**src/hw/rtl/vpia_fifo.sv**
```systemverilog
`timescale 1ns / 1ps
// Small register queue used between the front, the back and the result port.
module vpia_fifo #(
    parameter int WIDTH = 8,
    parameter int DEPTH = 2
) (
    input  logic             i_clk,
    input  logic             i_rst_n,
    input  logic             i_push,
    input  logic [WIDTH-1:0] i_data,
    output logic             o_full,
    input  logic             i_pop,
    output logic [WIDTH-1:0] o_data,
    output logic             o_empty
);
    localparam int AW = (DEPTH > 1) ? $clog2(DEPTH) : 1;
    localparam int CW = $clog2(DEPTH + 1);

    logic [WIDTH-1:0] r_mem [DEPTH];
    logic [AW-1:0]    r_wp;
    logic [AW-1:0]    r_rp;
    logic [CW-1:0]    r_cnt;
    logic             wr;
    logic             rd;

    assign o_full  = (r_cnt == CW'(DEPTH));
    assign o_empty = (r_cnt == '0);
    assign wr      = i_push && !o_full;
    assign rd      = i_pop && !o_empty;
    assign o_data  = r_mem[r_rp];

    always_ff @(posedge i_clk) begin
        if (wr) begin
            r_mem[r_wp] <= i_data;
        end
    end

    always_ff @(posedge i_clk) begin
        if (!i_rst_n) begin
            r_wp  <= '0;
            r_rp  <= '0;
            r_cnt <= '0;
        end else begin
            if (wr) begin
                r_wp <= (r_wp == AW'(DEPTH - 1)) ? '0 : r_wp + 1'b1;
            end
            if (rd) begin
                r_rp <= (r_rp == AW'(DEPTH - 1)) ? '0 : r_rp + 1'b1;
            end
            if (wr && !rd) begin
                r_cnt <= r_cnt + 1'b1;
            end else if (rd && !wr) begin
                r_cnt <= r_cnt - 1'b1;
            end
        end
    end

endmodule

```
**config.mk**
```make
export PLATFORM = sky130hd
export DESIGN_NAME = vpia_fifo
export DESIGN_NICKNAME = d
export VERILOG_FILES = /design/src/hw/rtl/vpia_fifo.sv
export SDC_FILE = /design/constraint.sdc
export NUM_CORES = 1
export LEC_CHECK = 0
export BUFFER_PORTS_ARGS = -buffer_cell sky130_fd_sc_hd__buf_2
export CAP_MARGIN = 30
export CORE_UTILIZATION = 52
export CTS_BUF_LIST = sky130_fd_sc_hd__clkbuf_8
export CTS_CLUSTER_SIZE = 24
export DETAILED_ROUTE_END_ITERATION = 8
export PLACE_DENSITY_LB_ADDON = 0.08
export SLEW_MARGIN = 0
export SYNTH_ARGS = -nofsm -noshare
export SYNTH_HDL_FRONTEND = slang
export SYNTH_SLANG_ARGS = --single-unit
```
**constraint.sdc**
```tcl
create_clock -name i_clk -period 2.2 [get_ports i_clk]
set_clock_uncertainty 0.2 [all_clocks]
set_input_delay 0.11 -clock i_clk [delete_from_list [all_inputs] [get_ports i_clk]]
set_output_delay 0.11 -clock i_clk [all_outputs]
set_load 0.01 [all_outputs]
```
==> impl_metrics.prom <==
# TYPE chip_impl_metric gauge
chip_impl_info{name="status",value="completed"} 1
chip_impl_metric{name="routed_wl",unit="µm"} 1294
chip_impl_metric{name="floorplan.initialDensity",unit=""} 0.5925
chip_impl_metric{name="worst_r2r_path_depth",unit=""} 6
chip_impl_info{name="worstHoldStart",value="i_push"} 1
chip_impl_metric{name="power.combinational.fraction",unit=""} 0.303
chip_impl_metric{name="asyncSetResetFlopFracSynth",unit=""} 0
chip_impl_metric{name="cts_setup_buffers",unit=""} 0
chip_impl_metric{name="chipHeight",unit="µm"} 41.46
chip_impl_metric{name="final_period_minus_worst_setup_slack",unit="ns"} 1.774
chip_impl_metric{name="finish.net_count",unit=""} 98
chip_impl_metric{name="switchingPower",unit="µW"} 330.4
chip_impl_metric{name="yosysWarnings",unit=""} 0
chip_impl_info{name="crit_path_end_kind",value="register"} 1
chip_impl_metric{name="placement_rows",unit=""} 13
chip_impl_metric{name="required",unit="ns"} 2.20
chip_impl_metric{name="irDropWorstVdd",unit="mV"} 0.6619
chip_impl_metric{name="hpwl",unit="µm"} 910.1
chip_impl_metric{name="cts_buffers",unit=""} 3
chip_impl_metric{name="final_critical_path_setup_slack",unit="ns"} 0.4257
chip_impl_metric{name="avgRoutedWirePerCell",unit="µm"} 13.07
chip_impl_metric{name="cellPowerDensity",unit="nW/µm²"} 1073
chip_impl_metric{name="drt_first_pass_iters",unit=""} 4
chip_impl_metric{name="syn-mean-instance-area",unit="µm²"} 16.19
chip_impl_metric{name="fmax",unit="GHz"} 0.5636
chip_impl_metric{name="drt-vias-per-instance",unit=""} 4.889
chip_impl_metric{name="grt_overflow",unit=""} 0
chip_impl_info{name="worstPathCellList",value="nand2b_1 > inv_2 > nor2_1 > ha_1 > or3_1 > a21boi_1"} 1
chip_impl_metric{name="seq_power_share",unit=""} 0.487
chip_impl_info{name="synth_top_area_cell",value="edfxtp_1"} 1
chip_impl_metric{name="p_clk_frac",unit=""} 0.210
chip_impl_info{name="slowest_stage",value="dfxtp_1"} 1
chip_impl_metric{name="clk_transition_reported_paths",unit="ns"} 0.07
chip_impl_metric{name="worstSkewPairLatency",unit="ns"} 0.26
chip_impl_metric{name="die_w",unit="µm"} 41.46
chip_impl_info{name="critPathKind",value="reg2reg"} 1
chip_impl_metric{name="holdWs",unit="ns"} 0.01197
chip_impl_metric{name="antenna_found_initial",unit=""} 0
chip_impl_metric{name="cts_max_path_buffers",unit=""} 2
chip_impl_metric{name="grt_max_degree",unit=""} 12
chip_impl_metric{name="critPathArrivalTime",unit="ns"} 1.77
chip_impl_metric{name="worst_slew_pin_slew",unit="ns"} 0.3761
chip_impl_metric{name="drt_iter0_markers",unit=""} 9
chip_impl_info{name="tritoncts",value="built"} 1
chip_impl_metric{name="hold_buffers",unit=""} 9
chip_impl_metric{name="setup.reg_to_reg.worst_slack",unit="ns"} 0.43
chip_impl_metric{name="post_synth_num_cell_types",unit=""} 20
chip_impl_metric{name="slew-limit-headroom",unit=""} 0.7479
chip_impl_metric{name="netSwitchingFraction",unit=""} 0.2875
chip_impl_metric{name="cts-htree-levels",unit=""} 1
chip_impl_info{name="r2r-end",value="r_cnt[1]"} 1
chip_impl_metric{name="groute.usage.overall",unit=""} 0.1808
chip_impl_info{name="min-delay-path-class",value="in2reg"} 1
chip_impl_info{name="postSynth.topFlopCell",value="edfxtp_1"} 1
chip_impl_metric{name="p_leak",unit="nW"} 0.4335
chip_impl_metric{name="design.die.area",unit="µm²"} 1719
chip_impl_metric{name="synth-seq-area-share",unit=""} 0.7172
chip_impl_metric{name="preCtsSetupSlack",unit="ns"} 0.4399
chip_impl_info{name="synth_most_common_cell",value="edfxtp_1"} 1
chip_impl_metric{name="final-max-slew-violation-count",unit=""} 0
chip_impl_metric{name="post_cts_resize_count",unit=""} 0
chip_impl_info{name="worstHoldEndpoint",value="r_wp"} 1
chip_impl_metric{name="mappedNetlistNets",unit=""} 63
chip_impl_info{name="top_cells_by_instance_count_after_synthesis",value="16 x edfxtp_1, 8 x mux2_2, 5 x dfxtp_1"} 1
chip_impl_metric{name="diodes",unit=""} 0
chip_impl_info{name="clockRootBuffer",value="clkbuf_8"} 1
chip_impl_metric{name="synthesis.instances",unit=""} 50
chip_impl_metric{name="via_count",unit=""} 484
chip_impl_metric{name="hold_depth",unit=""} 3
chip_impl_info{name="timing.rr.start",value="r_cnt[0]"} 1
chip_impl_metric{name="totalNegativeSetupSlack",unit="ns"} 0
chip_impl_info{name="rsz0062_at_grt",value="no"} 1
chip_impl_metric{name="flow.area_growth_from_synthesis",unit="%"} 32.30
chip_impl_metric{name="p_int",unit="µW"} 818.9
chip_impl_metric{name="power.total",unit="mW"} 1.149
chip_impl_metric{name="cp_max_fo",unit=""} 5
chip_impl_metric{name="first_global_vias",unit=""} 501
chip_impl_metric{name="synth_enable_flop_cells",unit=""} 16
chip_impl_metric{name="postSynthRegisterBits",unit=""} 21
chip_impl_metric{name="final_hold_viol_count",unit=""} 0
chip_impl_metric{name="post_route_cells_drive_above_1_share",unit=""} 0.4167
chip_impl_metric{name="period_utilization",unit=""} 0.8065
chip_impl_metric{name="synth_top_cell_area_share",unit=""} 0.5935
chip_impl_metric{name="tritoncts_num_sinks",unit=""} 21
chip_impl_metric{name="max_cap_viol_count",unit=""} 0
chip_impl_metric{name="placement.io_buffers",unit=""} 21
chip_impl_metric{name="pin_count",unit=""} 22
chip_impl_metric{name="worst_path_largest_cell_delay",unit="ns"} 0.41
chip_impl_metric{name="setup_violations",unit=""} 0
chip_impl_metric{name="core_outline_area",unit="µm²"} 1366
chip_impl_info{name="critPathLaunchType",value="register"} 1
chip_impl_metric{name="syn-cell-area",unit="µm²"} 809.5
chip_impl_metric{name="grt_first_pass_wirelength",unit="µm"} 2173
chip_impl_info{name="yosys-top-cells-area",value="edfxtp_1 59%, dfxtp_1 12%, mux2_2 11%"} 1
chip_impl_metric{name="finalWeightedCongestion",unit=""} 0.6722
chip_impl_metric{name="detail-route-antenna-nets",unit=""} 0
chip_impl_metric{name="drc",unit=""} 0
kinds of logic after synthesis:
family,share of synthesized area
compound gates,0.04018
xor+xnor,0.03246
fa+ha+maj,0.01545
buf+inv,0.01544
flops,0.7172
mux,0.1113
simple gates,0.06803
sequential cells by signal, summed over array words and instances (netlist names), named ones only:
signal / flops
r_cnt: 2
r_mem: 16
r_rp: 1
r_wp: 1
power groups by stage:
| stage | Clock [mW] | Combinational [mW] | Sequential (mW) |
|---|---|---|---|
| 2_1_floorplan | 0 | 0.251 | 0.541 |
| 3_3_place_gp | 0 | 0.330 | 0.565 |
| 3_5_place_dp | 0 | 0.339 | 0.569 |
| 4_1_cts | 0.243 | 0.353 | 0.562 |
| 5_1_grt | 0.260 | 0.384 | 0.572 |
| 6_report | 0.241 | 0.348 | 0.560 |
worst max-delay path: cells and delay by family, from the launching register on:
family	cells	cell delay (ns)
flops	1	0.41
compound gates	1	0.14
simple gates	3	0.64
fa+ha+maj	1	0.27
buf+inv	1	0.06
worst max-delay path by stage:
| stage | from | to | slack [ns] | cells after the start |
|---|---|---|---|---|
| 2_1_floorplan | r_cnt[0] | r_cnt[1] | 0.53 | 6 |
| 3_3_place_gp | r_cnt[0] | r_cnt[1] | 0.51 | 6 |
| 3_5_place_dp | r_cnt[0] | r_cnt[1] | 0.44 | 6 |
| 4_1_cts | r_cnt[0] | r_cnt[1] | 0.44 | 6 |
| 5_1_grt | r_cnt[0] | r_cnt[1] | 0.35 | 6 |
| 6_report | r_cnt[0] | r_cnt[1] | 0.43 | 6 |
area by class of cell:
class / instances / area, µm²
tap: 15 / 18.77
timing repair buffer: 31 / 202.7
inverter: 2 / 7.507
sequential: 21 / 580.6
clock buffer: 3 / 41.29
fill: 82 / 295.3
multi-input combinational: 26 / 216.5
clock inverter: 1 / 3.754
through the flow:
step,utilization,area (µm²),std cells
floorplan,-,809.5,50
global placement,0.6850,935.9,86
detailed placement,0.6850,935.9,86
CTS,0.7839,1071,99
global route,0.7839,1071,99
finish,0.7839,1071,99
per-layer routing:
metal	part of all wire	vias up	track usage
li1	-	249	-
met1	0.40	213	0.1805
met2	0.51	16	0.3156
met3	0.064	6	0.06087
met4	0.026	0	0.1161
met5	0	-	0
cells in the final DEF, fill, tap and decap left out, types with 2 or more instances in the layout:
| master | instances |
|---|---|
| mux2_2 | 8 |
| and2_1 | 3 |
| dlygate4sd3_1 | 9 |
| nor2_1 | 2 |
| xnor2_1 | 2 |
| clkbuf_8 | 3 |
| inv_1 | 2 |
| dfxtp_1 | 5 |
| edfxtp_1 | 16 |
| buf_2 | 21 |
Note: power is estimated with default switching activity, not from simulation.
